### src/sv/btm_ram.sv
// ----------------------------------------------------------------------------
// btm_ram
// Generic single-write, single-read RAM with a registered read port.
// ----------------------------------------------------------------------------
module btm_ram #(
  parameter int WIDTH = 8,
  parameter int DEPTH = 256
) (
  input  logic                     clk,
  input  logic                     we,
  input  logic [$clog2(DEPTH)-1:0] waddr,
  input  logic [WIDTH-1:0]         wdata,
  input  logic                     re,
  input  logic [$clog2(DEPTH)-1:0] raddr,
  output logic [WIDTH-1:0]         rdata
);

  logic [WIDTH-1:0] mem [DEPTH];

  always_ff @(posedge clk) begin
    if (we) begin
      mem[waddr] <= wdata;
    end
    if (re) begin
      rdata <= mem[raddr];
    end
  end

endmodule

### config.mk
export PLATFORM = sky130hd
export DESIGN_NAME = btm_ram
export DESIGN_NICKNAME = d
export VERILOG_FILES = /design/src/sv/btm_ram.sv
export SDC_FILE = /design/constraint.sdc
export NUM_CORES = 2
export LEC_CHECK = 0
export ABC_AREA = 0
export BUFFER_PORTS_ARGS = -buffer_cell sky130_fd_sc_hd__clkbuf_2
export CAP_MARGIN = 25
export CORE_MARGIN = 3
export CORE_UTILIZATION = 35
export DETAILED_ROUTE_END_ITERATION = 6
export PLACE_DENSITY_LB_ADDON = 0.08
export SYNTH_ARGS = -nofsm -noshare
export SYNTH_HDL_FRONTEND = slang
export SYNTH_SLANG_ARGS = --single-unit
export TNS_END_PERCENT = 30
### constraint.sdc
create_clock -name clk -period 2.05 [get_ports clk]
set_input_delay 0.1025 -clock clk [delete_from_list [all_inputs] [get_ports clk]]
set_output_delay 0.1025 -clock clk [all_outputs]
set_load 0.05 [all_outputs]
==> results_dict.tcl <==
set metrics [dict create \
    status "complete, but fails checks" \
    failed_checks "design-rule violations, negative setup slack" \
    num-nets-final 4591 \
    worst_pin_slew_ns 0.872 \
    grt_pass1_vias 42200 \
    yosysWarnings 0 \
    rsz0062_at_grt "true" \
    ir_worst_vdd_uv 665 \
    critPathKind "flop to flop" \
    syn_area_sq_mm 0.0796 \
    area.growth.synth_to_final_pct 21.9 \
    intPower_uw 70300 \
    grt_max_degree 77 \
    drtIter0Drc 3825 \
    p_clk_frac 0.424 \
    die-area_sq_mm 0.233 \
    yosys.cell_types.count 54 \
    yosys.area.top_type "edfxtp_1" \
    min-delay-path-class "primary input to flop" \
    finalCritPeriodShare 1.19 \
    synth.avg_cell_area_sq_um 21.3 \
    setup_viol 8 \
    switchingPower_uw 19800 \
    die_h_um 483 \
    clk_path_buf_depth 3 \
    cts.sinks 2056 \
    synth.most_common_cell "edfxtp_1" \
    core-area_sq_mm 0.226 \
    drv_slew 0 \
    tritoncts.num_buffers 220 \
    fin_cells 7751 \
    rows 174 \
    dp.cells 7324 \
    fin_skew_ns 0.0441 \
    drcViolationCount 2 \
    cts_htree_levels 4 \
    synth-edff-count 2056 \
    yosysSeqAreaShare 0.775 \
    max_clock_freq_mhz 409 \
    max-slew-margin-rel 0.417 \
    via_per_inst 5.25 \
    root_buffer "clkbuf_16" \
    grt.overflow.total 0 \
    synth_top_area_frac 0.775 \
    path_clk_slew_ns 0.06 \
    crit_fanout 1 \
    syn-num-nets 3760 \
    power.leakage_uw 0.0315 \
    post-dp-hpwl_mm 155 \
    die_x_um 483 \
    required_ns 2.65 \
    vias 40700 \
    async_flop_share 0 \
    gp_congestion 0.830 \
    fin_crit_ns 2.44 \
    crit_path_end_kind "flop" \
    setup.worst_path.start_class "flop" \
    clkLatencyLatePin_ns 0.86 \
    hold_violations 0 \
    post-route-util 0.430 \
    dr.pass1.iters 7 \
    portBuffers 34 \
    drv_cap 0 \
    finalPower_uw 90100 \
    hold_ws_ns 0.0614 \
    power_frac_comb 0.060 \
    antenna_found_initial 13 \
    drt_wl_total_mm 232 \
    cts_setup_buffers 0 \
    synth_ff_type "edfxtp_1" \
    grtUsageTotal 0.199 \
    grt_pass1_wl_mm 332 \
    synth_commonest_cells "2056 x edfxtp_1, 454 x mux4_2, 282 x nor2_1" \
    p_seq_frac 0.515 \
    setup_tns_ns -2.47 \
    synth_area_leaders "edfxtp_1 78%, mux4_2 13%, mux2i_1 1.7%" \
    drive_above_1_share 0.353 \
    syn_inst 3733 \
    cts_tree "built" \
    ioPinCount 35 \
    power_density_mw_per_mm2 928 \
    setup_ws_ns -0.395 \
    drtAntennaViolNets 0 \
    ys_ff_latch 2056 \
    wl_per_cell_um 30.0 \
    initial_core_util 0.353 \
    arrival_ns 3.04 \
    swShare 0.219 \
]
## stage by stage
| stage | setup slack, ns | area, sq um |
|---|---|---|
| final | -0.395 | 97100 |
| after global routing | -0.458 | 97000 |
| after CTS | -0.474 | 96900 |
| after detailed placement | -1.53 | 89700 |
| after global placement | -1.70 | 89600 |
| after floorplan | -0.00990 | 79900 |
## state kept, by name (all words and copies together) (netlist names)
| signal | cells |
|---|---|
| mem | 2048 |
| rdata | 8 |
## worst paths after layout
kind | end | startpoint | depth (start not counted) | slack, ns
max | rdata[5] | mem[82][5] | 8 | -0.39
min | mem[206][2] | waddr[3] | 5 | 0.06
max reg2reg | rdata[5] | mem[82][5] | 8 | -0.39
min reg2reg | rdata[3] | mem[40][3] | 7 | 1.14
## worst max-delay path, cell delays in order (launching register included)
cell	delay, ns
edfxtp_1	0.35
mux4_2	0.53
a22o_1	0.25
a221oi_2	0.22
buf_6	0.18
o32ai_4	0.11
nor3_4	0.35
buf_6	0.16
nor4_2	0.04
## power by group through the flow
| stage | Combinational (uW) | Clock, uW | Sequential (uW) |
|---|---|---|---|
| 2_1_floorplan | 2320 | 0 | 47400 |
| 3_3_place_gp | 5370 | 0 | 47300 |
| 3_5_place_dp | 5390 | 0 | 47300 |
| 4_1_cts | 5500 | 39200 | 46400 |
| 5_1_grt | 5760 | 41100 | 46400 |
| 6_report | 5430 | 38200 | 46400 |
## layout make-up
class	count	area [sq um]
Timing Repair Buffer	842	7710
Antenna cell	5	12.5
Fill cell	19700	128000
Clock inverter	138	1110
Multi-Input combinational cell	1442	17000
Sequential cell	2056	61700
Inverter	2	7.51
Clock buffer	274	5770
Tap cell	2992	3740
## metal layers
layer	track usage	vias up	wire length, um
met5	0	-	25
met4	0.0523	4	5680
met3	0.0283	270	11200
met2	0.312	997	109000
met1	0.291	22000	107000
li1	-	17400	-
## kinds of logic after synthesis
kind of cell    count (synthesis)  synth area share
flops                        2056             0.775
buf+inv                       235            0.0183
compound gates                385            0.0342
simple gates                  466            0.0263
mux                           591             0.146
## placed cells by master, fill, tap and decap left out, types with 11 or more instances in the layout
cell / n
edfxtp_1: 2056
buf_4: 688
mux4_2: 455
nor2_1: 271
clkbuf_16: 223
mux2i_1: 134
a22oi_1: 127
buf_12: 106
a21oi_1: 93
clkinv_2: 56
clkinv_1: 55
clkbuf_1: 51
o221ai_1: 46
nand2_1: 33
o22ai_1: 28
nand3_1: 28
nor2b_1: 26
clkbuf_2: 21
bufinv_16: 15
nor3_1: 13
dlygate4sd3_1: 13
nor4_1: 11
## repair_timing
| item | CTS | global route |
|---|---|---|
| pin swaps | 15 | 16 |
| hold buffers | 13 | 0 |
| setup endpoints to repair | 8 | 24 |
| gates resized for setup | 45 | 29 |
| endpoints found under the hold margin | 2062 | 0 |
(Power assumes the default switching activity.)
