## config.mk

```make
export PLATFORM = sky130hd
export DESIGN_NAME = btm_seq
export DESIGN_NICKNAME = d
export VERILOG_FILES = /design/src/sv/btm_pkg.sv /design/src/sv/btm_seq.sv
export SDC_FILE = /design/constraint.sdc
export NUM_CORES = 1
export LEC_CHECK = 0
export ABC_CLOCK_PERIOD_IN_PS = 4400
export BUFFER_PORTS_ARGS = -buffer_cell sky130_fd_sc_hd__buf_2
export CAP_MARGIN = 20
export CORE_MARGIN = 2
export CORE_UTILIZATION = 25
export DETAILED_ROUTE_END_ITERATION = 12
export PLACE_DENSITY = 0.48
export REMOVE_ABC_BUFFERS = 1
export SYNTH_ARGS = -nofsm -noshare
export SYNTH_HDL_FRONTEND = slang
export SYNTH_SLANG_ARGS = --single-unit
```

## constraint.sdc

```tcl
create_clock -name clk -period 4.4 [get_ports clk]
set_clock_uncertainty 0.1 [all_clocks]
set_input_delay 0.88 -clock clk [delete_from_list [all_inputs] [get_ports clk]]
set_output_delay 0.88 -clock clk [all_outputs]
set_load 0.01 [all_outputs]
```

## src/sv/btm_pkg.sv

```systemverilog
// ----------------------------------------------------------------------------
// btm_pkg
// Shared types, sizes and codes for the tape machine step block.
// ----------------------------------------------------------------------------
package btm_pkg;

  localparam int PROG_DEPTH = 4096;
  localparam int TAPE_DEPTH = 65536;

  localparam int PA_W = $clog2(PROG_DEPTH);      // program address
  localparam int PL_W = $clog2(PROG_DEPTH + 1);  // program length / counter
  localparam int TA_W = $clog2(TAPE_DEPTH);      // tape address

  localparam logic [PL_W-1:0] PROG_FULL = PL_W'(PROG_DEPTH);
  localparam logic [TA_W-1:0] TAPE_LAST = TA_W'(TAPE_DEPTH - 1);

  // Command bytes
  localparam logic [7:0] CMD_RIGHT = 8'h3E;
  localparam logic [7:0] CMD_LEFT  = 8'h3C;
  localparam logic [7:0] CMD_INC   = 8'h2B;
  localparam logic [7:0] CMD_DEC   = 8'h2D;
  localparam logic [7:0] CMD_OUT   = 8'h2E;
  localparam logic [7:0] CMD_IN    = 8'h2C;
  localparam logic [7:0] CMD_OPEN  = 8'h5B;
  localparam logic [7:0] CMD_CLOSE = 8'h5D;
  localparam logic [7:0] CMD_END   = 8'h00;

  localparam logic MODE_LOAD = 1'b0;
  localparam logic MODE_STEP = 1'b1;

  localparam logic [1:0] STATUS_RUN   = 2'd0;
  localparam logic [1:0] STATUS_DONE  = 2'd1;
  localparam logic [1:0] STATUS_ERROR = 2'd2;

  typedef struct packed {
    logic       mode;
    logic [7:0] program_byte;
    logic [7:0] in_byte;
  } item_t;

  typedef struct packed {
    logic       out_valid;
    logic [7:0] out_byte;
    logic       took_input;
    logic [1:0] status;
  } result_t;

  typedef struct packed {
    logic            we;
    logic [PA_W-1:0] waddr;
    logic [7:0]      wdata;
    logic            re;
    logic [PA_W-1:0] raddr;
  } prog_req_t;

  typedef struct packed {
    logic            we;
    logic [TA_W-1:0] waddr;
    logic [7:0]      wdata;
    logic            re;
    logic [TA_W-1:0] raddr;
  } tape_req_t;

  typedef enum logic [2:0] {
    ST_CLEAR,
    ST_IDLE,
    ST_EXEC,
    ST_FSCAN_REQ,
    ST_FSCAN_CHK,
    ST_BSCAN_REQ,
    ST_BSCAN_CHK,
    ST_DONE
  } state_t;

endpackage

```

## src/sv/btm_seq.sv

```systemverilog
// ----------------------------------------------------------------------------
// btm_seq
// Sequencer: loads program bytes, executes one command per step item with a
// read-modify-write of the tape, and scans the program for matching brackets.
// ----------------------------------------------------------------------------
module btm_seq
  import btm_pkg::*;
(
  input  logic            clk,
  input  logic            rst,
  input  logic            item_valid,
  output logic            item_ready,
  input  item_t           item,
  output logic            res_valid,
  input  logic            res_ready,
  output result_t         res,
  output prog_req_t       prog_req,
  input  logic [7:0]      prog_rdata,
  output tape_req_t       tape_req,
  input  logic [7:0]      tape_rdata
);

  state_t          state, state_next;
  logic [PL_W-1:0] plen, plen_next;
  logic [PL_W-1:0] pc, pc_next;
  logic [TA_W-1:0] tp, tp_next;
  logic [1:0]      halt, halt_next;
  logic [PL_W-1:0] scan_p, scan_p_next;
  logic [PL_W-1:0] depth, depth_next;
  logic [TA_W-1:0] clr_addr, clr_addr_next;
  logic [7:0]      in_byte, in_byte_next;
  result_t         res_q, res_q_next;

  logic [PL_W-1:0] fdepth;
  logic [PL_W-1:0] bdepth;
  logic [PL_W-1:0] scan_prev;

  always_ff @(posedge clk) begin
    if (rst) begin
      state    <= ST_CLEAR;
      plen     <= '0;
      pc       <= '0;
      tp       <= '0;
      halt     <= STATUS_RUN;
      clr_addr <= '0;
    end else begin
      state    <= state_next;
      plen     <= plen_next;
      pc       <= pc_next;
      tp       <= tp_next;
      halt     <= halt_next;
      clr_addr <= clr_addr_next;
    end
  end

  always_ff @(posedge clk) begin
    scan_p  <= scan_p_next;
    depth   <= depth_next;
    in_byte <= in_byte_next;
    res_q   <= res_q_next;
  end

  // Depth after the byte just read during a scan
  always_comb begin
    fdepth = depth;
    bdepth = depth;
    if (prog_rdata == CMD_OPEN) begin
      fdepth = depth + 1'b1;
      bdepth = depth - 1'b1;
    end else if (prog_rdata == CMD_CLOSE) begin
      fdepth = depth - 1'b1;
      bdepth = depth + 1'b1;
    end
  end

  assign scan_prev = scan_p - 1'b1;

  always_comb begin
    state_next    = state;
    plen_next     = plen;
    pc_next       = pc;
    tp_next       = tp;
    halt_next     = halt;
    scan_p_next   = scan_p;
    depth_next    = depth;
    clr_addr_next = clr_addr;
    in_byte_next  = in_byte;
    res_q_next    = res_q;
    prog_req      = '0;
    tape_req      = '0;
    item_ready    = 1'b0;
    res_valid     = 1'b0;

    unique case (state)
      ST_CLEAR: begin
        // zero the tape, one cell a cycle
        tape_req.we    = 1'b1;
        tape_req.waddr = clr_addr;
        clr_addr_next  = clr_addr + 1'b1;
        if (clr_addr == TAPE_LAST) begin
          state_next = ST_IDLE;
        end
      end

      ST_IDLE: begin
        item_ready = 1'b1;
        if (item_valid) begin
          in_byte_next = item.in_byte;
          res_q_next   = '0;
          state_next   = ST_DONE;
          if (item.mode == MODE_LOAD) begin
            if (plen < PROG_FULL) begin
              prog_req.we    = 1'b1;
              prog_req.waddr = plen[PA_W-1:0];
              prog_req.wdata = item.program_byte;
              plen_next      = plen + 1'b1;
            end
            pc_next   = '0;
            tp_next   = '0;
            halt_next = STATUS_RUN;
          end else if (halt != STATUS_RUN) begin
            state_next = ST_DONE;
          end else if (pc >= plen) begin
            halt_next = STATUS_DONE;
          end else begin
            prog_req.re    = 1'b1;
            prog_req.raddr = pc[PA_W-1:0];
            tape_req.re    = 1'b1;
            tape_req.raddr = tp;
            state_next     = ST_EXEC;
          end
        end
      end

      ST_EXEC: begin
        state_next = ST_DONE;
        if (prog_rdata == CMD_END) begin
          halt_next = STATUS_DONE;
        end else begin
          pc_next = pc + 1'b1;
          unique case (prog_rdata)
            CMD_RIGHT: tp_next = (tp == TAPE_LAST) ? '0 : tp + 1'b1;
            CMD_LEFT:  tp_next = (tp == '0) ? TAPE_LAST : tp - 1'b1;
            CMD_INC: begin
              tape_req.we    = 1'b1;
              tape_req.waddr = tp;
              tape_req.wdata = tape_rdata + 8'd1;
            end
            CMD_DEC: begin
              tape_req.we    = 1'b1;
              tape_req.waddr = tp;
              tape_req.wdata = tape_rdata - 8'd1;
            end
            CMD_OUT: begin
              res_q_next.out_valid = 1'b1;
              res_q_next.out_byte  = tape_rdata;
            end
            CMD_IN: begin
              res_q_next.took_input = 1'b1;
              tape_req.we           = 1'b1;
              tape_req.waddr        = tp;
              tape_req.wdata        = in_byte;
            end
            CMD_OPEN: begin
              if (tape_rdata == 8'd0) begin
                scan_p_next = pc + 1'b1;
                depth_next  = PL_W'(1);
                state_next  = ST_FSCAN_REQ;
              end
            end
            CMD_CLOSE: begin
              if (tape_rdata != 8'd0) begin
                scan_p_next = pc;
                depth_next  = PL_W'(1);
                state_next  = ST_BSCAN_REQ;
              end
            end
            default: begin
            end
          endcase
        end
      end

      ST_FSCAN_REQ: begin
        if (scan_p >= plen) begin
          halt_next  = STATUS_ERROR;
          state_next = ST_DONE;
        end else begin
          prog_req.re    = 1'b1;
          prog_req.raddr = scan_p[PA_W-1:0];
          state_next     = ST_FSCAN_CHK;
        end
      end

      ST_FSCAN_CHK: begin
        if (prog_rdata == CMD_END) begin
          halt_next  = STATUS_ERROR;
          state_next = ST_DONE;
        end else begin
          depth_next  = fdepth;
          scan_p_next = scan_p + 1'b1;
          if (fdepth == '0) begin
            pc_next    = scan_p + 1'b1;
            state_next = ST_DONE;
          end else begin
            state_next = ST_FSCAN_REQ;
          end
        end
      end

      ST_BSCAN_REQ: begin
        if (scan_p == '0) begin
          halt_next  = STATUS_ERROR;
          state_next = ST_DONE;
        end else begin
          scan_p_next    = scan_prev;
          prog_req.re    = 1'b1;
          prog_req.raddr = scan_prev[PA_W-1:0];
          state_next     = ST_BSCAN_CHK;
        end
      end

      ST_BSCAN_CHK: begin
        depth_next = bdepth;
        if (bdepth == '0) begin
          pc_next    = scan_p;
          state_next = ST_DONE;
        end else begin
          state_next = ST_BSCAN_REQ;
        end
      end

      ST_DONE: begin
        res_valid = 1'b1;
        if (res_ready) begin
          state_next = ST_IDLE;
        end
      end

      default: state_next = ST_IDLE;
    endcase
  end

  // Status always reflects the halt code left by the item
  always_comb begin
    res        = res_q;
    res.status = halt;
  end

  a_pc_bound: assert property (@(posedge clk) disable iff (rst) pc <= plen)
    else $error("program counter beyond program length");

  a_plen_bound: assert property (@(posedge clk) disable iff (rst) plen <= PROG_FULL)
    else $error("program length beyond store depth");

  a_halt_code: assert property (@(posedge clk) disable iff (rst)
      halt == STATUS_RUN || halt == STATUS_DONE || halt == STATUS_ERROR)
    else $error("illegal halt code");

  a_load_rewinds: assert property (@(posedge clk) disable iff (rst)
      (item_valid && item_ready && item.mode == MODE_LOAD)
      |=> (pc == '0 && tp == '0 && halt == STATUS_RUN))
    else $error("load did not rewind execution");

  a_no_write_while_ready: assert property (@(posedge clk) disable iff (rst)
      tape_req.we |-> !item_ready)
    else $error("tape written while taking a new item");

endmodule

```

==> metrics.txt, run 1 <==
outcome=finished, final reports clean; n_diodes=0; antenna violations before repair=0; Die Width=193.9 um; critical path fanouts, max=19; combinational family with the most area after synthesis=simple AND/OR/NAND/NOR gates; Yosys Warn Count=0; proportion of synthesized area in mux cells=1.361%; highest ir drop seen on vdd=around 0.14 mV; drt total wl=30,870 um; Slew headroom=between 30% and 40%; Yosys cell types=82; count of buffers from port buffering=126; clk sinks=roughly 110; maximum buffer depth of the clock tree=2; portion of total power attributed to sequential cells=52.2%; net switching power of the design=0.4844 mW; gr ovfl total=0; Adder-Cell Fraction of Synth Area=6.054%; flop2flop setup slack=730 ps; CP Capture Type=output port; number of hold violations in the final report=0; fin nets=1,317; Avg Synthesized Cell Area=slightly below 8 um^2; final critical path time including I/O delays and setup=4233 ps; register clock-pin slew on the reported worst setup and hold paths=80 ps; clk_lat worst skew=370 ps; proportion of synthesized flip-flops having asynchronous set or reset=0%; depth of the CTS H-tree=3; Fillers=just under 4,000; area growth from synthesis to final layout=16.48%; clock root buffer master=clkbuf_16; vias after detailed routing=8,943; Cells after DPL=1,685; global-route wire length before repair=48,470 um; critical path arrival=between 3000 and 4000 ps; drt first-iter violations=approximately 560; aggregate global-route resource usage=15.97%; routability congestion estimate=0.8091; Pwr per Cell Area=187.9 mW/mm^2; fraction of final layout cells with drive strength greater than 1=between 10% and 20%; EDFF count, synth=44; Wirelength per Cell=~18 um; HPWL reported at the end of detailed placement=22,820 um; share of the synthesized area in compound gates (AO/OA/AOI/OAI)=21.56%; portion of the clock cycle consumed by the worst path in the final layout=a little under 100%; Static Leak=4.043 nW; worst-margin pin slew=1038 ps; share of total power in the clock network=approximately 44%; xor/xnor share of the synthesized area=8.748%; Die Y=193.9 um; cell-internal power=1.488 mW; number of standard cells after synthesis=1,148; pin count of the biggest net entering global routing=49; post-DR vias/cell=5.251; number of global-route vias before repair=around 8,400; utilization after layout=29.51%; final cell count without fillers=1,703; TritonCTS clock tree=done; post-synth design cell area=0.009011 mm^2; starting utilization of the core area=between 20% and 30%; sequential cell area fraction in the yosys report=28.66%; kind of launch point of the worst setup path=register; total iterations of the first detailed-routing run=5; max-capacitance violation count=0; final-report setup violation count=0; Final Max Slew Viols=0; most used flip-flop cell after synthesis=dfxtp_1; Worst Setup Path Type=register to output port; fmax=236.2 MHz; Tightest Hold Check Type=register to register; IO Count=approximately 130; number of register bits inferred by synthesis=107; Num CTS Buffers=9; simple-gate share of the synthesized area=a little over a quarter; total core area=0.03557 mm^2; Detail Route Antenna Nets=0; post-route DRC violation count=0; Required @ worst endpoint=approximately 3400 ps; fraction of power spent switching nets=roughly a quarter; share of power burned in combinational logic=4.1%; DIE AREA=0.03758 mm^2; Placement Rows=69
## per-layer routing
layer | vias to the layer above | GRT usage (%) | wire, um
met5 | - | 0 | 0
met1 | 4299 | 22.14 | 14390
met2 | 251 | 25.54 | 14300
met4 | 0 | 4.293 | 520
li1 | 4358 | - | -
met3 | 35 | 2.766 | 1663
## cell type report
type	instances	area (um^2)	share of cell area, %
Clock inverter	6	51.30	0.4887
Clock buffer	10	250.2	2.384
Sequential cell	107	2582	24.60
Multi-Input combinational cell	910	5923	56.43
Inverter	37	138.9	1.323
Tap cell	461	576.8	5.495
Timing Repair Buffer	172	973.4	9.274
## worst max-delay path, cell delays in order, from the launching register on
cell and delay (ps):
dfxtp_1 370, inv_1 110, ha_1 310, nor2b_1 150
o21a_1 120, o21a_1 100, o21ai_0 80, a21oi_1 250
o21ai_1 150, a21oi_2 220, nor4_4 60, buf_4 180
buf_4 190, or3_1 430, buf_2 170
## worst paths after layout
path / from / end / depth (start not counted)
hold / removal: halt[0]$_SDFFE_PP0P_ / halt[0]$_SDFFE_PP0P_ / 2
setup reg to reg: depth[0]$_DFFE_PP_ / pc[8]$_SDFFE_PP0P_ / 12
setup / recovery: plen[1]$_SDFFE_PP0P_ / prog_req[12] / 14
hold reg to reg: halt[0]$_SDFFE_PP0P_ / halt[0]$_SDFFE_PP0P_ / 2
## sequential cells by signal (all words and copies together) (netlist names)
| register | flops |
|---|---|
| tp | 16 |
| depth | 13 |
| in_byte | 8 |
| clr_addr | 16 |
| state | 3 |
| scan_p | 13 |
| halt | 2 |
| plen | 13 |
| res | 10 |
| pc | 13 |
## power by group through the flow
stage | combinational [mW] | clock (mW) | sequential (mW)
floorplan | 0.0309 | 0 | 1.05
global placement | 0.0792 | 0 | 1.05
detailed placement | 0.0797 | 0 | 1.05
CTS | 0.0802 | 0.891 | 1.03
global route | 0.0895 | 0.926 | 1.03
finish | 0.0803 | 0.862 | 1.03
## synthesized netlist by cell type, types with 31 or more instances
library cell | count | share of area, %
nand3_1 | 31 | 1.7
clkbuf_1 | 71 | 3.0
xnor2_1 | 47 | 4.6
xor2_1 | 43 | 4.2
o21ai_0 | 55 | 3.1
nor3_1 | 40 | 2.2
a21oi_1 | 72 | 4.0
edfxtp_1 | 44 | 15
dfxtp_1 | 63 | 14
inv_1 | 37 | 1.5
ha_1 | 42 | 5.8
nor2_1 | 123 | 5.1
and2_1 | 33 | 2.3
nand2_1 | 99 | 4.1
## stage by stage
step | hold WS, ps | power (mW) | cell area, um^2 | setup TNS (ps) | worst slack, ps
CTS | 411.1 | 2.002 | 10450 | 0 | 112.9
detailed placement | 397.3 | 1.132 | 10150 | 0 | 128.0
global placement | 388.1 | 1.132 | 10150 | 0 | 158.2
global route | 452.6 | 2.045 | 10500 | -27.00 | -27.00
floorplan | 360.4 | 1.083 | 8593 | -19960 | -737.3
finish | 409.4 | 1.972 | 10500 | 0 | 167.1
## timing repair
action	CTS	global route
setup buffers	0	1
hold buffers	0	0
hold endpoints to repair	0	0
setup endpoints to repair	0	19
resized for setup	0	9
## cells in the final DEF, fill, tap and decap left out, types with 20 or more instances in the layout
cell,count
a21oi_1,70
a22oi_1,30
and2_1,33
and3_1,23
buf_2,127
buf_4,45
dfxtp_1,63
edfxtp_1,44
ha_1,42
inv_1,37
nand2_1,99
nand3_1,31
nand4_1,20
nor2_1,122
nor3_1,37
nor4_1,25
o21ai_0,54
or3_1,21
xnor2_1,47
xor2_1,43
## cells by family (layout without fill, tap and decap cells)
| logic type | after synthesis | count (layout) |
|---|---|---|
| fa+ha+maj | 43 | 43 |
| xor+xnor | 90 | 90 |
| simple gates | 476 | 476 |
| flops | 107 | 107 |
| mux | 12 | 12 |
| buf+inv | 131 | 225 |
| compound gates | 289 | 289 |
Power figures use the tool's default switching activity.
==> run 2, diff against run 1 <==
- CORE_MARGIN: 2 -> 10
==> metrics.txt, run 2 (synthesis gave the netlist of run 1 again) <==
outcome=finished, final reports clean; area growth from synthesis to final layout=16.37% (about the same); final cell count without fillers=1,700 (-0.18%); number of hold violations in the final report=0 (unchanged); post-DR vias/cell=5.225 (-0.51%); final critical path time including I/O delays and setup=4156 ps (-76.70 ps); clock root buffer master=clkbuf_16; fmax=240.6 MHz (+1.8%); Worst path slowest cell=ha_1; depth of the CTS H-tree=3 (unchanged); Final Max Slew Viols=0 (unchanged); cell count along the critical path=15 (+1); Die Width=209.9 um (+8.3%); routability congestion estimate=0.8637 (+6.7%); HPWL reported at the end of detailed placement=23,500 um (+3.0%); count of buffers from port buffering=126 (unchanged); Detail Route Antenna Nets=0 (unchanged); utilization after layout=29.48% (about the same); Num CTS Buffers=9 (unchanged); largest registers in the final layout=clr_addr: 16 flops, tp: 16 flops; final instance area=0.01049 mm^2 (about the same); final-report setup violation count=0 (unchanged); IO Count=127 (unchanged); instance area at placement=0.01012 mm^2 (-0.30%); TritonCTS clock tree=done; clk sinks=107 (unchanged); total iterations of the first detailed-routing run=5 (unchanged); Critical Path Max Stage Delay=280 ps (-150 ps); vias after detailed routing=8,882 (-0.68%); total negative slack for setup checks=0 ps (unchanged); Static Leak=4.029 nW (-0.35%); category of cells accounting for the largest share of critical-path delay=compound AO/OA/AOI/OAI gates; fraction of final layout cells with drive strength greater than 1=18.16% (-0.037 points); post-route DRC violation count=0 (unchanged); Cells after DPL=1,681 (-0.24%); portion of the clock cycle consumed by the worst path in the final layout=94.46% (-1.7 points); Slew headroom=28.47% (-2.1 points); total core area=0.03557 mm^2 (unchanged); starting utilization of the core area=25.33% (unchanged); max-capacitance violation count=0 (unchanged); critical path arrival=3180 ps (-70 ps); Wirelength per Cell=18.42 um (+1.6%); critical path fanouts, max=7 (-12); number of buffer and inverter stages on the critical path=3 (-1); fin nets=1,314 (-0.23%); leading cell type in the layout, fill and taps excluded=buf_2; Die Y=209.9 um (+8.3%); Min Hold Slack=406.1 ps (-3.246 ps); n_diodes=0 (unchanged); maximum buffer depth of the clock tree=2 (unchanged); highest ir drop seen on vdd=0.1528 mV (+13%); pin count of the biggest net entering global routing=32 (-35%); cell-by-cell listing of the critical path=buf_2 -> nor3_2 -> nand2_1 -> nor2_1 -> buf_4 -> ha_1 -> a21oi_2 -> o21bai_1 -> a21oi_1 -> o21bai_1 -> a21oi_1 -> xnor2_1 -> a22oi_1 -> nor2_1 -> buf_2; worst-margin pin slew=1067 ps (+29.16 ps); worst r2r path cells=12 (unchanged); Tightest Hold Check Type=register to register; kind of launch point of the worst setup path=input port; drt first-iter violations=740 (+32%); Pwr per Cell Area=187.9 mW/mm^2 (about the same); clk_lat worst skew=370 ps (about the same); Required @ worst endpoint=3420 ps (about the same); Placement Rows=69 (unchanged); number of global-route vias before repair=8,798 (+4.4%); antenna violations before repair=1 (+1); DIE AREA=0.04404 mm^2 (+17%); Worst Setup Path Type=input port to output port; gr ovfl total=0 (unchanged); drt total wl=31,310 um (+1.4%); most frequent cells in the layout=buf_2 (126), nor2_1 (122), nand2_1 (99); aggregate global-route resource usage=13.84% (-2.1 points); CP Capture Type=output port; global-route wire length before repair=49,890 um (+2.9%); RSZ-0062 raised after global routing=no; register clock-pin slew on the reported worst setup and hold paths=80 ps (about the same); cell depth of the worst hold path=2 (unchanged)
[run 2: changes by cell type in the layout (fill, tap and decap cells not counted), sizes merged]
| cell | before | now |
|---|---|---|
| inv | 41 | 42 |
| clkbuf | 10 | 9 |
| clkdlybuf4s15 | 0 | 1 |
| buf | 172 | 168 |
[run 2: cell type report]
type	count	area [um^2]
Tap cell	461	576.8
Timing Repair Buffer	169	960.9
Sequential cell	107	2585
Inverter	37	138.9
Clock inverter	7	75.07
Fill cell	3938	25080
Clock buffer	9	225.2
Multi-Input combinational cell	910	5924
[run 2: what timing repair did]
action	CTS	global route
hold buffers	0	0
setup buffers	0	2
resized for setup	0	9
setup endpoints to repair	0	15
[run 2: power breakdown]
part	switching [mW]	total, mW	leakage (nW)	internal [mW]
sequential	0.00302	1.03	0.913	1.03
clock	0.452	0.859	0.145	0.407
combinational	0.0494	0.0821	2.97	0.0328
total	0.504	1.97	4.03	1.47
[run 2: worst paths after layout]
| check | from | end | slack [ps] |
|---|---|---|---|
| setup / recovery | prog_rdata[4] | tape_req[24] | 240 |
| setup reg to reg | depth[0]$_DFFE_PP_ | pc[12]$_SDFFE_PP0P_ | 700 |
| hold / removal | plen[6]$_SDFFE_PP0P_ | plen[6]$_SDFFE_PP0P_ | 410 |
| hold reg to reg | plen[6]$_SDFFE_PP0P_ | plen[6]$_SDFFE_PP0P_ | 410 |
[run 2: worst min-delay path, stage by stage, from the launching register on]
cell and delay (ps):
dfxtp_2 340, o21ai_0 70, a21oi_1 60
[run 2: stage by stage]
step           power [mW]  setup WS, ps
6_report            1.970         243.8
5_1_grt             2.042         6.213
4_1_cts             1.998         52.13
3_5_place_dp        1.134         126.8
3_3_place_gp        1.133         152.2
2_1_floorplan       1.083        -737.3
[run 2: layer usage]
| layer | global-route usage, % | part of all wire, % | vias to the layer above |
|---|---|---|---|
| met2 | 22.72 | 47 | 220 |
| met3 | 2.509 | 5.0 | 38 |
| met1 | 18.09 | 46 | 4272 |
| met5 | 0 | 0.042 | - |
| li1 | - | - | 4350 |
| met4 | 3.920 | 1.5 | 2 |
==> run 3, diff against run 2 <==
- CORE_ASPECT_RATIO: default -> 0.5
==> metrics.txt, run 3 (synthesis gave the netlist of run 1 again) <==
outcome=finished, final reports clean; flop2flop setup slack=680 ps (-20 ps); share of total power in the clock network=43.0% (-0.6 points); global-route wire length before repair=49,080 um (-1.6%); worst-margin pin slew=988.3 ps (-78.35 ps); largest registers in the final layout=clr_addr: 16 flops, tp: 16 flops; kind of launch point of the worst setup path=register; portion of the clock cycle consumed by the worst path in the final layout=96.79% (+2.3 points); post-DR vias/cell=5.231 (+0.11%); max-capacitance violation count=0 (unchanged); total core area=0.03574 mm^2 (+0.49%); clk_lat worst skew=370 ps (about the same); fraction of final layout cells with drive strength greater than 1=18.05% (-0.11 points); clock root buffer master=clkbuf_16; utilization after layout=29.41% (-0.073 points); total negative slack for setup checks=0 ps (unchanged); final critical path time including I/O delays and setup=4259 ps (+102.7 ps); Required @ worst endpoint=3420 ps (about the same); maximum buffer depth of the clock tree=2 (unchanged); Num CTS Buffers=9 (unchanged); Placement Rows=49 (-29%); FF-to-FF End=pc[2]$_SDFFE_PP0P_; Wirelength per Cell=18.39 um (-0.15%); drt first-iter violations=767 (+3.6%); HPWL reported at the end of detailed placement=23,910 um (+1.7%); Hold Crit Endpoint=clr_addr[11]$_SDFFE_PP0N_; Die Y=154.2 um (-26%); gr ovfl total=0 (unchanged); highest ir drop seen on vdd=0.1808 mV (+18%); vias after detailed routing=9,028 (+1.6%); count of buffers from port buffering=126 (unchanged); Slew headroom=33.72% (+5.3 points); HP Start=clr_addr[11]$_SDFFE_PP0N_; Reg-to-Reg Start=depth[0]$_DFFE_PP_; Total Power Consumption=1.952 mW (-0.95%); Tightest Hold Check Type=register to register; CP Capture Type=output port; number of hold violations in the final report=0 (unchanged); Final Max Slew Viols=0 (unchanged); pin count of the biggest net entering global routing=34 (+6.3%); RSZ-0062 raised after global routing=no; starting utilization of the core area=25.21% (-0.12 points); fmax=234.8 MHz (-2.4%); worst r2r path cells=11 (-1); Die Width=288.5 um (+37%); antenna violations before repair=2 (+1); TritonCTS clock tree=done; critical path arrival=3280 ps (+100 ps); routability congestion estimate=0.8591 (-0.53%); IO Count=127 (unchanged); Min Hold Slack=406.6 ps (+0.4510 ps); depth of the CTS H-tree=3 (unchanged); final cell count without fillers=1,726 (+1.5%); Pwr per Cell Area=185.7 mW/mm^2 (-1.2%); Worst Setup Path Type=register to output port; most frequent cells in the layout=buf_2 (126), nor2_1 (122), nand2_1 (99); number of global-route vias before repair=8,376 (-4.8%); leading cell type in the layout, fill and taps excluded=buf_2; Static Leak=4.040 nW (+0.26%); total iterations of the first detailed-routing run=5 (unchanged); critical path fanouts, max=16 (+9); clk sinks=107 (unchanged); drt total wl=31,740 um (+1.4%); fraction of power spent switching nets=23.36% (-2.2 points); net switching power of the design=0.4559 mW (-9.6%); cell-internal power=1.496 mW (+2.0%); share of power burned in combinational logic=4.3% (about the same); portion of total power attributed to sequential cells=52.7% (+0.5 points); Detail Route Antenna Nets=0 (unchanged); Cells after DPL=1,707 (+1.5%); register clock-pin slew on the reported worst setup and hold paths=80 ps (about the same); fin nets=1,316 (+0.15%); aggregate global-route resource usage=13.63% (-0.21 points); DIE AREA=0.04450 mm^2 (+1.0%); final-report setup violation count=0 (unchanged); cell depth of the worst hold path=2 (unchanged); post-route DRC violation count=0 (unchanged); Fillers=3,847 (-2.3%); area growth from synthesis to final layout=16.65%
## run 3: cell count changes in the layout (fill, tap and decap cells not counted), moves of 2 or more
cell      delta
nor3_1       +2
clkinv_2     +3
inv_8        -3
buf_4        +2
## run 3: area by class of cell
cell class                      instances  area (um^2)  area share (%)
Antenna cell                            1        2.502         0.02381
Clock buffer                           11        264.0           2.512
Clock inverter                          5        32.53          0.3095
Inverter                               37        138.9           1.321
Multi-Input combinational cell        910         5908           56.21
Sequential cell                       107         2584           24.58
Tap cell                              484        605.6           5.761
Timing Repair Buffer                  171        975.9           9.285
## run 3: how the worst max path moves through the flow
stage	from	to	slack (ps)
after global routing	prog_rdata[4]	tape_req[24]	5
after floorplan	plen[6]$_SDFFE_PP0P_	prog_req[0]	-740
after CTS	plen[6]$_SDFFE_PP0P_	prog_req[7]	80
after global placement	prog_rdata[4]	tape_req[24]	170
after detailed placement	prog_rdata[4]	tape_req[24]	120
final	pc[1]$_SDFFE_PP0P_	prog_req[8]	140
## run 3: critical path, cell delays in order, from the launching register on
cell and delay [ps]:
dfxtp_1 500, ha_1 320, nor2b_1 140, o21a_1 160, o21a_1 150, o21ai_0 170, a21oi_1 130, o21ai_0 200
a21oi_1 140, nor4_4 210, buf_4 190, buf_8 190, a221o_1 250, buf_2 160
## run 3: metrics by stage
step                area, um^2  setup slack, ps
floorplan                 8593           -737.3
global placement         10170            166.5
detailed placement       10170            121.9
CTS                      10470            82.74
global route             10510            5.148
finish                   10510            141.1
## run 3: timing repair
item	4_1_cts	5_1_grt
buffers inserted	0	1
resized for setup	0	8
setup endpoints to repair	0	21
hold buffers	0	0
## run 3: routing by layer
metal	wire length (um)	global-route usage (%)	share of wire [%]
met5	0	0	0
met1	14790	18.07	47
met4	801	4.840	2.5
met3	1351	2.121	4.3
met2	14800	22.11	47
## run 3: power by group through the flow
stage               logic, mW  clock network (mW)  registers [mW]
floorplan              0.0309                   0            1.05
CTS                    0.0822               0.866            1.03
global placement       0.0793                   0            1.05
global route           0.0917               0.892            1.03
detailed placement     0.0814                   0            1.05
finish                 0.0831               0.839            1.03
